[src/hdl/mmse_div.sv]
// restoring divider, one quotient bit per cycle, quotient known to fit QW bits
// no dependencies
`default_nettype none

module mmse_div #(
  parameter int NUMW = 51,
  parameter int DENW = 42,
  parameter int QW   = 9
) (
  input  wire logic            clk,
  input  wire logic            rst_n,
  input  wire logic            start,
  input  wire logic [NUMW-1:0] num,
  input  wire logic [DENW-1:0] den,
  output logic                 done,
  output logic      [QW-1:0]   quo
);

  localparam int KW = (QW > 1) ? $clog2(QW) : 1;

  logic            busy_r, busy_nxt;
  logic            done_r, done_nxt;
  logic [NUMW-1:0] rem_r, rem_nxt;
  logic [DENW-1:0] den_r, den_nxt;
  logic [QW-1:0]   quo_r, quo_nxt;
  logic [KW-1:0]   k_r, k_nxt;
  logic [NUMW-1:0] trial;

  assign trial = NUMW'(den_r) << k_r;

  always_comb begin
    busy_nxt = busy_r;
    done_nxt = 1'b0;
    rem_nxt  = rem_r;
    den_nxt  = den_r;
    quo_nxt  = quo_r;
    k_nxt    = k_r;
    if (start) begin
      busy_nxt = 1'b1;
      rem_nxt  = num;
      den_nxt  = den;
      quo_nxt  = '0;
      k_nxt    = KW'(QW - 1);
    end else if (busy_r) begin
      if (rem_r >= trial) begin
        rem_nxt     = rem_r - trial;
        quo_nxt[k_r] = 1'b1;
      end
      if (k_r == '0) begin
        busy_nxt = 1'b0;
        done_nxt = 1'b1;
      end else begin
        k_nxt = k_r - 1'b1;
      end
    end
  end

  always_ff @(posedge clk) begin
    if (!rst_n) begin
      busy_r <= 1'b0;
      done_r <= 1'b0;
    end else begin
      busy_r <= busy_nxt;
      done_r <= done_nxt;
    end
    rem_r <= rem_nxt;
    den_r <= den_nxt;
    quo_r <= quo_nxt;
    k_r   <= k_nxt;
  end

  assign done = done_r;
  assign quo  = quo_r;

endmodule

`default_nettype wire

[config.mk]
export PLATFORM = sky130hd
export DESIGN_NAME = mmse_div
export DESIGN_NICKNAME = d
export VERILOG_FILES = /design/src/hdl/mmse_div.sv
export SDC_FILE = /design/constraint.sdc
export NUM_CORES = 1
export LEC_CHECK = 0
export BUFFER_PORTS_ARGS = -buffer_cell sky130_fd_sc_hd__buf_2
export CORE_MARGIN = 2
export CORE_UTILIZATION = 43
export CTS_CLUSTER_DIAMETER = 60
export DETAILED_ROUTE_END_ITERATION = 6
export PLACE_DENSITY = 0.64
export SYNTH_ARGS = -nofsm -noshare
export SYNTH_HDL_FRONTEND = slang
export SYNTH_SLANG_ARGS = --single-unit
export TNS_END_PERCENT = 100
[constraint.sdc]
create_clock -name clk -period 7.4 [get_ports clk]
set_input_delay 0 -clock clk [delete_from_list [all_inputs] [get_ports clk]]
set_output_delay 0 -clock clk [all_outputs]
set_load 0.005 [all_outputs]
==> metrics.md, run 1 <==
| Metric | Value |
|---|---|
| Min-Delay Path Class | input pin to flop |
| Core ar. | between 20000 and 25000 um^2 |
| R2r setup slk | 1770 ps |
| Synth top area share | 31.7% |
| FMAX | approximately 180 MHz |
| Fin crit share | between 70% and 80% |
| RSZ-0062 raised after global routing | false |
| PortBufs | between 100 and 150 |
| First-pass GRT wire length | around 40000 um |
| TritonCTS clock tree | done |
| Critical path fanouts, max | 32 |
| Number of global-route vias before repair | roughly 7500 |
| Final GP Congestion | about 0.95 |
| Post-synth ARST share | 0% |
| Clock power share | approximately 11% |
| Initial antenna violation count | 0 |
| Synthesized cell area | between 8000 and 9000 um^2 |
| Initial core utilization | 43.7% |
| Power Density | a little over 400 nW/um^2 |
| Run status | completed |
| Initial DRC count | 726 |
| Hold Violations, Final | 0 |
| Via/cell ratio | between 5 and 6 |
| Num CTS Buffers | 9 |
| Main combinational cell family by area after synthesis | compound AO/OA/AOI/OAI gates |
| I/O pins | between 100 and 150 |
| Worst EP required | between 7000 and 8000 ps |
| Synth Area in XOR/XNOR | 4.77% |
| Synth Area in Simple Gates | around 13% |
| Final setup viols | 0 |
| GRT overflow | 0 |
| Layout cells sized above 1 | around 17% |
| Maximum clock path buffer count | 2 |
| Post-synthesis sequential area ratio | roughly a third |
| Core Util, Final | a little over half |
| CP endpoint kind | flop |
| Post-CTS Setup Bufs | 0 |
| Synth top area cells | edfxtp_1 32%, ha_1 7.8%, mux4_2 6.6% |
| Largest net degree at the start of global routing | around 60 |
| Synthesis-to-finish area growth | 21.7% |
| Compound-Gate Fraction of Synth Area | 20.7% |
| Sw power | approximately 2100 uW |
| GRT Total Usage | around a quarter |
| Crit path launch type | flop |
| Mux cell area share after synthesis | approximately 14% |
| Quantity of gates resized following cts | 0 |
| EDFF count, synth | 93 |
| Comb power frac | about two thirds |
| Nets | roughly 1300 |
| Clk_lat worst skew | between 300 and 400 ps |
| H-tree levels | 3 |
| Slew @ Worst Pin | 900 ps |
| Unique masters post-synth | 64 |
| TritonRoute pass-1 iters | 5 |
| Hold Slack | between 2 and 2.5 ps |
| Slew Limit Fails | 0 |
| WS Path Type | flop to flop |
| Worst rel slew slack | 39.6% |
| Power share of the sequential group | a little under a quarter |
| Top FF cell, synth | edfxtp_1 |
| Half-perimeter wire length after placement | 18600 um |
| Yosys top cell by area | edfxtp_1 |
| WL final | 25300 um |
| Synth Register Bits | about 110 |
| Clk pin slew, worst setup/hold paths | around 80 ps |
| Ant. Diodes | 0 |
| Die width | around 150 um |
| Mapped Nets | 1108 |
| Clk sinks | 108 |
| CP arrival | approximately 5700 ps |
| Placement row count | 52 |
| Mapped Avg Cell Area | approximately 9.2 um^2 |
| P_leak | between 0.004 and 0.005 uW |
| Maxcap violations | 0 |
| Worst Clk Skew | around 11 ps |
| CTS root buf | clkbuf_16 |
| Final min period | approximately 5600 ps |
| Yosys warns | 0 |
| Die H | approximately 150 um |
| Vias | roughly 7900 |
| Post-synthesis cell count | 956 |
| Wire length per cell | between 15 and 20 um |
| Die area | 21700 um^2 |
| Switching share of power | about half |
| Antenna-violating nets left | 0 |
| Detailed-route DRC error count | 0 |
| Synth Area in Adders | under 10% |
| Internal | ~2300 uW |
| Pwr Total | 4350 uW |
| Setup TNS | 0 ps |
| Peak supply drop | between 0.15 and 0.2 mV |
-- per-layer routing --
metal,vias up,wire [um],global-route usage [%]
li1,3875,-,-
met1,3718,11400,31.3
met2,255,12200,39.5
met3,34,1140,2.95
met4,0,608,7.02
met5,-,0,0
-- final cells by class --
class | instances | area, um^2
sequential | 108 | 3100
tap | 270 | 338
inverter | 44 | 165
timing repair buffer | 203 | 1490
multi-input combinational | 752 | 5360
clock buffer | 10 | 229
clock inverter | 6 | 50.0
fill | 1861 | 9440
-- state kept, by name (all words and copies together) (netlist names) --
register,flops
busy_r,1
den_r,42
done,1
k_r,4
quo,9
rem_r,51
-- cells in the mapped netlist (all sizes together) (8+ instances only) --
| cell | number |
|---|---|
| xor2 | 19 |
| buf | 13 |
| dfxtp | 15 |
| nand2 | 124 |
| xnor2 | 29 |
| and3 | 10 |
| ha | 55 |
| a31oi | 10 |
| edfxtp | 93 |
| mux2 | 20 |
| a21oi | 87 |
| o21bai | 16 |
| clkbuf | 39 |
| o31ai | 8 |
| mux2i | 41 |
| nor2 | 60 |
| nor2b | 8 |
| inv | 43 |
| mux4 | 26 |
| nand3 | 15 |
| o21ai | 101 |
| nand4 | 11 |
| a21o | 25 |
-- per-stage QoR --
stage / instance area (um^2) / worst slack [ps] / cells
finish: 10700 / 1770 / 1393
global route: 10700 / 1430 / 1393
CTS: 10700 / 1770 / 1393
detailed placement: 9540 / 1810 / 1286
global placement: 9540 / 1970 / 1286
floorplan: 8810 / 2380 / 956
-- worst paths after layout --
check                         to                start  depth (start not counted)
max          rem_r[43]$_DFFE_PP_  k_r[2]$_SDFFE_PP0P_                         14
min          rem_r[38]$_DFFE_PP_              num[38]                          3
max reg2reg  rem_r[43]$_DFFE_PP_  k_r[2]$_SDFFE_PP0P_                         14
min reg2reg  quo[6]$_SDFFE_PP0P_  quo[6]$_SDFFE_PP0P_                          2
-- cells in the final DEF, fill, tap and decap left out, drive strengths merged, types with 25 or more instances in the layout --
| cell type | instances |
|---|---|
| mux4 | 26 |
| dlygate4sd3 | 91 |
| a21o | 25 |
| ha | 55 |
| nand2 | 124 |
| a21oi | 87 |
| inv | 44 |
| xnor2 | 29 |
| buf | 112 |
| o21ai | 101 |
| edfxtp | 93 |
| mux2i | 41 |
| nor2 | 60 |
-- power groups by stage --
stage	combinational (uW)	sequential, uW	clock (uW)
2_1_floorplan	2130	956	0
3_3_place_gp	2770	1010	0
3_5_place_dp	2770	1010	0
4_1_cts	2830	1000	484
5_1_grt	3150	1020	505
6_report	2870	1010	474
-- cells by family after synthesis --
group	after synthesis
fa+ha+maj	56
simple gates	263
mux	87
flops	108
xor+xnor	48
buf+inv	96
compound gates	298
-- worst max-delay path, cell delays in order (launching register included) --
cell      delay, ps
dfxtp_1         310
buf_4           350
clkinv_1        830
mux2_2          570
o21ai_0         250
ha_1            300
and3_1          250
and4_4          270
and3_1          150
o21ai_1          90
nand3_1         170
a21oi_2         120
o41ai_4         530
a21o_2          610
buf_4           460
-- timing repair --
| action | 4_1_cts | 5_1_grt |
|---|---|---|
| endpoints found under the hold margin | 92 | 0 |
| hold buffers | 91 | 0 |
| endpoints found under the setup margin | 0 | 0 |
(Power assumes the default switching activity.)
==> inputs of run 2 (changes only) <==
--- a/config.mk
+++ b/config.mk
@@ -5,12 +5,13 @@
 export SDC_FILE = /design/constraint.sdc
 export NUM_CORES = 1
 export LEC_CHECK = 0
+export ABC_AREA = 1
 export BUFFER_PORTS_ARGS = -buffer_cell sky130_fd_sc_hd__buf_2
 export CORE_MARGIN = 2
 export CORE_UTILIZATION = 43
 export CTS_CLUSTER_DIAMETER = 60
 export DETAILED_ROUTE_END_ITERATION = 6
-export PLACE_DENSITY = 0.64
+export PLACE_DENSITY = 0.66
 export SYNTH_ARGS = -nofsm -noshare
 export SYNTH_HDL_FRONTEND = slang
 export SYNTH_SLANG_ARGS = --single-unit
==> constraint.sdc (replaced) <==
create_clock -name clk -period 4.9 [get_ports clk]
set_input_delay 0 -clock clk [delete_from_list [all_inputs] [get_ports clk]]
set_output_delay 0 -clock clk [all_outputs]
set_load 0.005 [all_outputs]
==> metrics.md, run 2 <==
| Metric | Value |
|---|---|
| Die area | ~25000 um^2 |
| Top cell types by occurrence after synthesis | 597 x nand2_1, 194 x inv_1, 156 x nand3_1 |
| Worst hold endpoint | quo[7]$_SDFFE_PP0P_ |
| Critical path fanouts, max | 20 |
| CP endpoint kind | flop |
| Crit path launch type | flop |
| Synthesized cell area | between 10000 and 15000 um^2 |
| Peak supply drop | between 0.2 and 0.25 mV |
| TritonCTS clock tree | done |
| Largest register FFs | 51 |
| Wire length per cell | roughly 16 um |
| P_leak | approximately 0.0059 uW |
| Met1 wire length | 15600 um |
| CP arrival | 4490 ps |
| Clk pin slew, worst setup/hold paths | 90 ps |
| Die H | about 160 um |
| Initial antenna violation count | 0 |
| Ant. Diodes | 0 |
| Placed inst area | between 10000 and 15000 um^2 |
| Post-CTS Setup Bufs | 0 |
| Half-perimeter wire length after placement | 26400 um |
| CTS root buf | clkbuf_16 |
| Routed wl met2 | between 15000 and 20000 um |
| Clk sinks | ~110 |
| Synthesis-to-finish area growth | 20.7% |
| Met3 wire len | 2070 um |
| Min-Delay Path Class | input pin to flop |
| Synth top area share | 27.8% |
| Setup TNS | 0 ps |
| Hold_sp | start |
| Slew Limit Fails | 0 |
| PortBufs | about 110 |
| Largest net degree at the start of global routing | 73 |
| RR Endpoint | rem_r[0]$_DFFE_PP_ |
| Commonest non-fill, non-tap cell in the layout | nand2_1 |
| Final setup viols | 0 |
| Worst EP required | around 5000 ps |
| Nets | 1917 |
| Fin crit share | approximately nine tenths |
| Maximum clock path buffer count | 2 |
| Initial core utilization | ~44% |
| Count leader, synth | nand2_1 |
| Initial DRC count | 1041 |
| Max layer used | met4 |
| Worst Clk Skew | roughly 16 ps |
| Hold Path Depth | 2 |
| Clk_lat worst skew | about 380 ps |
| Detailed-route DRC error count | 0 |
| Antenna-violating nets left | 0 |
| Slew @ Worst Pin | 890 ps |
| Final min period | 4350 ps |
| Top reg by flops | rem_r |
| WS Path Type | flop to flop |
| Top FF cell, synth | edfxtp_1 |
| Synth Register Bits | 108 |
| R2r setup slk | around 550 ps |
| Mapped Avg Cell Area | roughly 6.3 um^2 |
| R2R depth | 18 |
| Power Density | 532 nW/um^2 |
| Post-synth ARST share | 0% |
| Unique masters post-synth | 45 |
| Hold Violations, Final | 0 |
| H-tree levels | 3 |
| EDFF count, synth | just over 90 |
| GRT overflow | 0 |
| Most frequent cells in the layout | 596 x nand2_1, 194 x inv_1, 156 x nand3_1 |
| GRT Total Usage | 27.7% |
| Mapped Nets | 1741 |
| Vias | approximately 11000 |
| Number of global-route vias before repair | between 10000 and 15000 |
| Post-synthesis cell count | between 1500 and 2000 |
| Num CTS Buffers | 9 |
| Worst rel slew slack | 40.6% |
| Run status | completed |
| FF-to-FF Start | k_r[0]$_SDFFE_PP0P_ |
| Yosys warns | 0 |
| Placement row count | 55 |
| Die width | 157 um |
| Post-synthesis sequential area ratio | 30.8% |
| Yosys top cell by area | edfxtp_1 |
| Via/cell ratio | 5.21 |
| First-pass GRT wire length | roughly 52000 um |
| RSZ-0062 raised after global routing | false |
| Final GP Congestion | 1.01 |
| Layout cells sized above 1 | 10.4% |
| FMAX | roughly 230 MHz |
| Maxcap violations | 0 |
| Synth top area cells | edfxtp_1 28%, nand2_1 22%, nand3_1 7.8% |
| Post-route cell area | 12100 um^2 |
| TritonRoute pass-1 iters | 6 |
| WL final | roughly 34000 um |
| Core ar. | 22800 um^2 |
| I/O pins | between 100 and 150 |
## run 2: cell types whose count changed after synthesis, sizes merged, moves of 11 or more
| cell | change |
|---|---|
| a21o | -24 |
| a21oi | -12 |
| clkbuf | -15 |
| inv | +156 |
| mux2 | -20 |
| mux2i | -34 |
| mux4 | -26 |
| nand2 | +485 |
| nand3 | +143 |
| nor2 | +48 |
| o21ai | +22 |
| or2 | +11 |
| xnor2 | -23 |
| xor2 | -19 |
## run 2: routing by layer
metal	global-route usage [%]	up-vias
met1	38.3	4924
met3	3.74	57
li1	-	5530
met5	0	-
met2	44.7	348
met4	9.13	0
## run 2: where the power goes
group	leakage [uW]	internal [uW]	switching, uW
clock	0.000152	370	433
combinational	0.00474	1390	2850
sequential	0.00104	1290	123
total	0.00593	3050	3410
## run 2: logic make-up (layout without fill, tap and decap cells)
| kind of cell | after synthesis | after routing | share of synthesized area (%) |
|---|---|---|---|
| and+or+nand+nor | 942 | 942 | 39.7 |
| buffers and inverters | 249 | 430 | 9.77 |
| AOI/OAI and AO/OA | 221 | 221 | 11.5 |
| DFF | 108 | 108 | 30.8 |
| adders and majority gates | 56 | 56 | 7.05 |
| muxes | 7 | 7 | 0.697 |
| xor gates and xnor gates | 6 | 6 | 0.523 |
## run 2: timing repair
item	CTS	global route
endpoints found under the hold margin	95	0
gates resized for setup	0	0
hold buffers	94	0
## run 2: worst max-delay path: stages, from the launching register on
cell      delay, ps
dfxtp_1         390
inv_2           100
buf_4           210
nand2_1          70
nand2_1          70
o21ai_0         330
o21ai_0         160
o21ai_0         420
ha_1            380
nand2_1         160
inv_1            50
a21oi_1         230
nand2_1         160
nand3b_1        320
nand2_2         180
nand2_4         120
nand2_1         110
nand2_2         300
buf_12          310
## run 2: stage by stage
step	power (uW)	utilization (%)	instances	worst slack, ps	hold WS, ps
after floorplan	4330	-	1589	885	98.9
after global placement	5470	47.7	1973	691	176
after detailed placement	5500	47.7	1973	669	178
after CTS	6360	53.3	2083	667	97.5
after global routing	6990	53.3	2083	293	124
final	6460	53.3	2083	552	90.5
## run 2: cell type report
cell class	instances	area (um^2)
multi-input combinational	1232	5980
clock inverter	7	88.8
sequential	108	3090
clock buffer	9	225
fill	2295	10600
tap	313	392
timing repair buffer	212	1590
inverter	202	761
## run 2: how the worst max path moves through the flow
stage                                   start                 end  slack, ps  depth (start not counted)
after floorplan           k_r[0]$_SDFFE_PP0P_  rem_r[0]$_DFFE_PP_        890                         18
after detailed placement  k_r[0]$_SDFFE_PP0P_  rem_r[0]$_DFFE_PP_        670                         21
final                     k_r[0]$_SDFFE_PP0P_  rem_r[0]$_DFFE_PP_        550                         18
after global routing      k_r[1]$_SDFFE_PP0P_  rem_r[0]$_DFFE_PP_        290                         16
after global placement    k_r[0]$_SDFFE_PP0P_  rem_r[0]$_DFFE_PP_        690                         21
after CTS                 k_r[0]$_SDFFE_PP0P_  rem_r[0]$_DFFE_PP_        670                         21
==> inputs of run 3 (changes only) <==
--- a/config.mk
+++ b/config.mk
@@ -12,6 +12,7 @@
 export CTS_CLUSTER_DIAMETER = 60
 export DETAILED_ROUTE_END_ITERATION = 6
 export PLACE_DENSITY = 0.66
+export REMOVE_ABC_BUFFERS = 1
 export SYNTH_ARGS = -nofsm -noshare
 export SYNTH_HDL_FRONTEND = slang
 export SYNTH_SLANG_ARGS = --single-unit
==> metrics.md, run 3 (synthesized netlist as in run 2, its figures left out) <==
| Metric | Value |
|---|---|
| Detailed-route DRC error count | 0 |
| TritonCTS clock tree | done |
| CP endpoint kind | flop |
| Num CTS Buffers | 9 |
| Vias | about 11000 |
| Clk sinks | roughly 110 |
| GRT Total Usage | between 20 and 30% |
| P_leak | between 0.005 and 0.006 uW |
| Critical path fanouts, max | 28 |
| GRT overflow | 0 |
| Placed cell count | between 1500 and 2000 |
| Largest register FFs | between 50 and 60 |
| Placed inst area | around 11000 um^2 |
| FMAX | between 200 and 250 MHz |
| Crit path launch type | flop |
| Core Util, Final | 53.1% |
| Hold_sp | num[17] |
| RR Endpoint | rem_r[7]$_DFFE_PP_ |
| PortBufs | about 110 |
| Worst EP required | 4960 ps |
| Slew Limit Fails | 0 |
| Hold Path Depth | 3 |
| Cell Count, Final, Fillers Out | approximately 2100 |
| Die width | ~160 um |
| Placement row count | 55 |
| Commonest non-fill, non-tap cell in the layout | nand2_1 |
| FF-to-FF Start | k_r[0]$_SDFFE_PP0P_ |
| Top cell family by delay on the critical path | simple AND/OR/NAND/NOR gates |
| Hold Violations, Final | 0 |
| Final GP Congestion | approximately 1 |
| Clk pin slew, worst setup/hold paths | approximately 90 ps |
| Crit-path slowest cell | ha_1 |
| Half-perimeter wire length after placement | ~26000 um |
| Maximum clock path buffer count | 2 |
| Worst Clk Skew | 20.1 ps |
| Largest net degree at the start of global routing | between 70 and 80 |
| CP max stage delay | roughly 400 ps |
| RSZ-0062 raised after global routing | false |
| I/O pins | 106 |
| Die H | roughly 160 um |
| Layout cells sized above 1 | 10.4% |
| Core ar. | ~23000 um^2 |
| Fin crit share | approximately 87% |
| Via/cell ratio | slightly above 5 |
| Bufs and invs on worst path | 5 |
| Final min period | 4250 ps |
| Post-route cell area | approximately 12000 um^2 |
| Antenna-violating nets left | 0 |
| Critical Path, Cell by Cell | inv_2 -> buf_4 -> nand2_1 -> nand2_1 -> inv_1 -> o21ai_0 -> nand2_1 -> o21ai_0 -> o21ai_0 -> ha_1 -> nand2_1 -> nor2_2 -> nand2_1 -> clkinv_1 -> nand4_1 -> nand3b_1 -> nand2_2 -> nand2_4 -> nand2_1 -> nand2_2 -> buf_12 |
| CP arrival | between 4000 and 5000 ps |
| Ant. Diodes | 0 |
| Worst Setup SP | k_r[0]$_SDFFE_PP0P_ |
| Number of global-route vias before repair | just over 10000 |
| Most frequent cells in the layout | 596 x nand2_1, 194 x inv_1, 156 x nand3_1 |
| TritonRoute pass-1 iters | 6 |
| Nets | between 1500 and 2000 |
| Run status | completed |
| Initial DRC count | 750 |
| Critical Path Most Common Cell | nand2_1 |
| Power Density | roughly 520 nW/um^2 |
| Min-Delay Path Class | input pin to flop |
| Maxcap violations | 0 |
| H-tree levels | 3 |
| Post-CTS Setup Bufs | 0 |
| Final setup viols | 0 |
| R2r setup slk | 650 ps |
| Initial antenna violation count | 0 |
| Worst hold endpoint | rem_r[17]$_DFFE_PP_ |
| R2R depth | 21 |
| First-pass GRT wire length | roughly 52000 um |
| Slew @ Worst Pin | roughly 800 ps |
| Clk_lat worst skew | between 300 and 400 ps |
| Top reg by flops | rem_r |
| Worst rel slew slack | between 40% and 50% |
| Die area | ~25000 um^2 |
| WS Path Type | flop to flop |
| Initial core utilization | between 40 and 50% |
| WL final | about 33000 um |
| Synthesis-to-finish area growth | 20.4% |
| Peak supply drop | about 0.26 mV |
| Wire length per cell | around 16 um |
| CTS root buf | clkbuf_16 |
## run 3: layer usage
metal / GRT usage [%] / wire length (um) / vias up
met2: 46.8 / 15400 / 335
met3: 3.52 / 1660 / 61
met5: 0 / 0 / -
li1: - / - / 5528
met4: 11.3 / 1330 / 0
met1: 35.2 / 14900 / 4751
## run 3: how the worst max path moves through the flow
stage | endpoint | slack [ps] | cells after the start
2_1_floorplan | rem_r[0]$_DFFE_PP_ | -10 | 19
3_3_place_gp | rem_r[25]$_DFFE_PP_ | 680 | 21
3_5_place_dp | rem_r[25]$_DFFE_PP_ | 730 | 21
4_1_cts | rem_r[25]$_DFFE_PP_ | 700 | 21
5_1_grt | rem_r[7]$_DFFE_PP_ | 260 | 21
6_report | rem_r[7]$_DFFE_PP_ | 650 | 21
## run 3: area by class of cell
class	instances	area (um^2)
Clock buffer	9	225
Fill cell	2311	10700
Sequential cell	108	3090
Clock inverter	7	80.1
Multi-Input combinational cell	1232	5980
Inverter	202	761
Timing Repair Buffer	210	1570
Tap cell	313	392
## run 3: what timing repair did
action / in CTS / in global routing
hold buffers: 93 / 0
resized for setup: 0 / 0
hold endpoints to repair: 94 / 0
## run 3: power by group
| group | internal [uW] | switching [uW] | total [uW] |
|---|---|---|---|
| registers | 1290 | 115 | 1410 |
| logic | 1390 | 2770 | 4160 |
| clock network | 364 | 406 | 771 |
| total | 3050 | 3300 | 6340 |
## run 3: worst reg2reg max path, stage by stage, from the launching register on
cell and delay, ps:
dfxtp_1 320, inv_2 340, buf_4 300, nand2_1 70, nand2_1 60, inv_1 40, o21ai_0 220, nand2_1 70
o21ai_0 150, o21ai_0 240, ha_1 400, nand2_1 140, nor2_2 170, nand2_1 90, clkinv_1 100, nand4_1 110
nand3b_1 210, nand2_2 120, nand2_4 140, nand2_1 80, nand2_2 340, buf_12 230
## run 3: stage by stage
| step | setup slack [ps] | setup TNS (ps) | hold slack, ps | total power [uW] |
|---|---|---|---|---|
| floorplan | -11.2 | -570 | 69.1 | 4300 |
| global placement | 676 | 0 | 177 | 5450 |
| detailed placement | 732 | 0 | 178 | 5470 |
| CTS | 699 | 0 | 19.8 | 6310 |
| global route | 262 | 0 | 36.5 | 6930 |
| finish | 646 | 0 | 28.0 | 6340 |
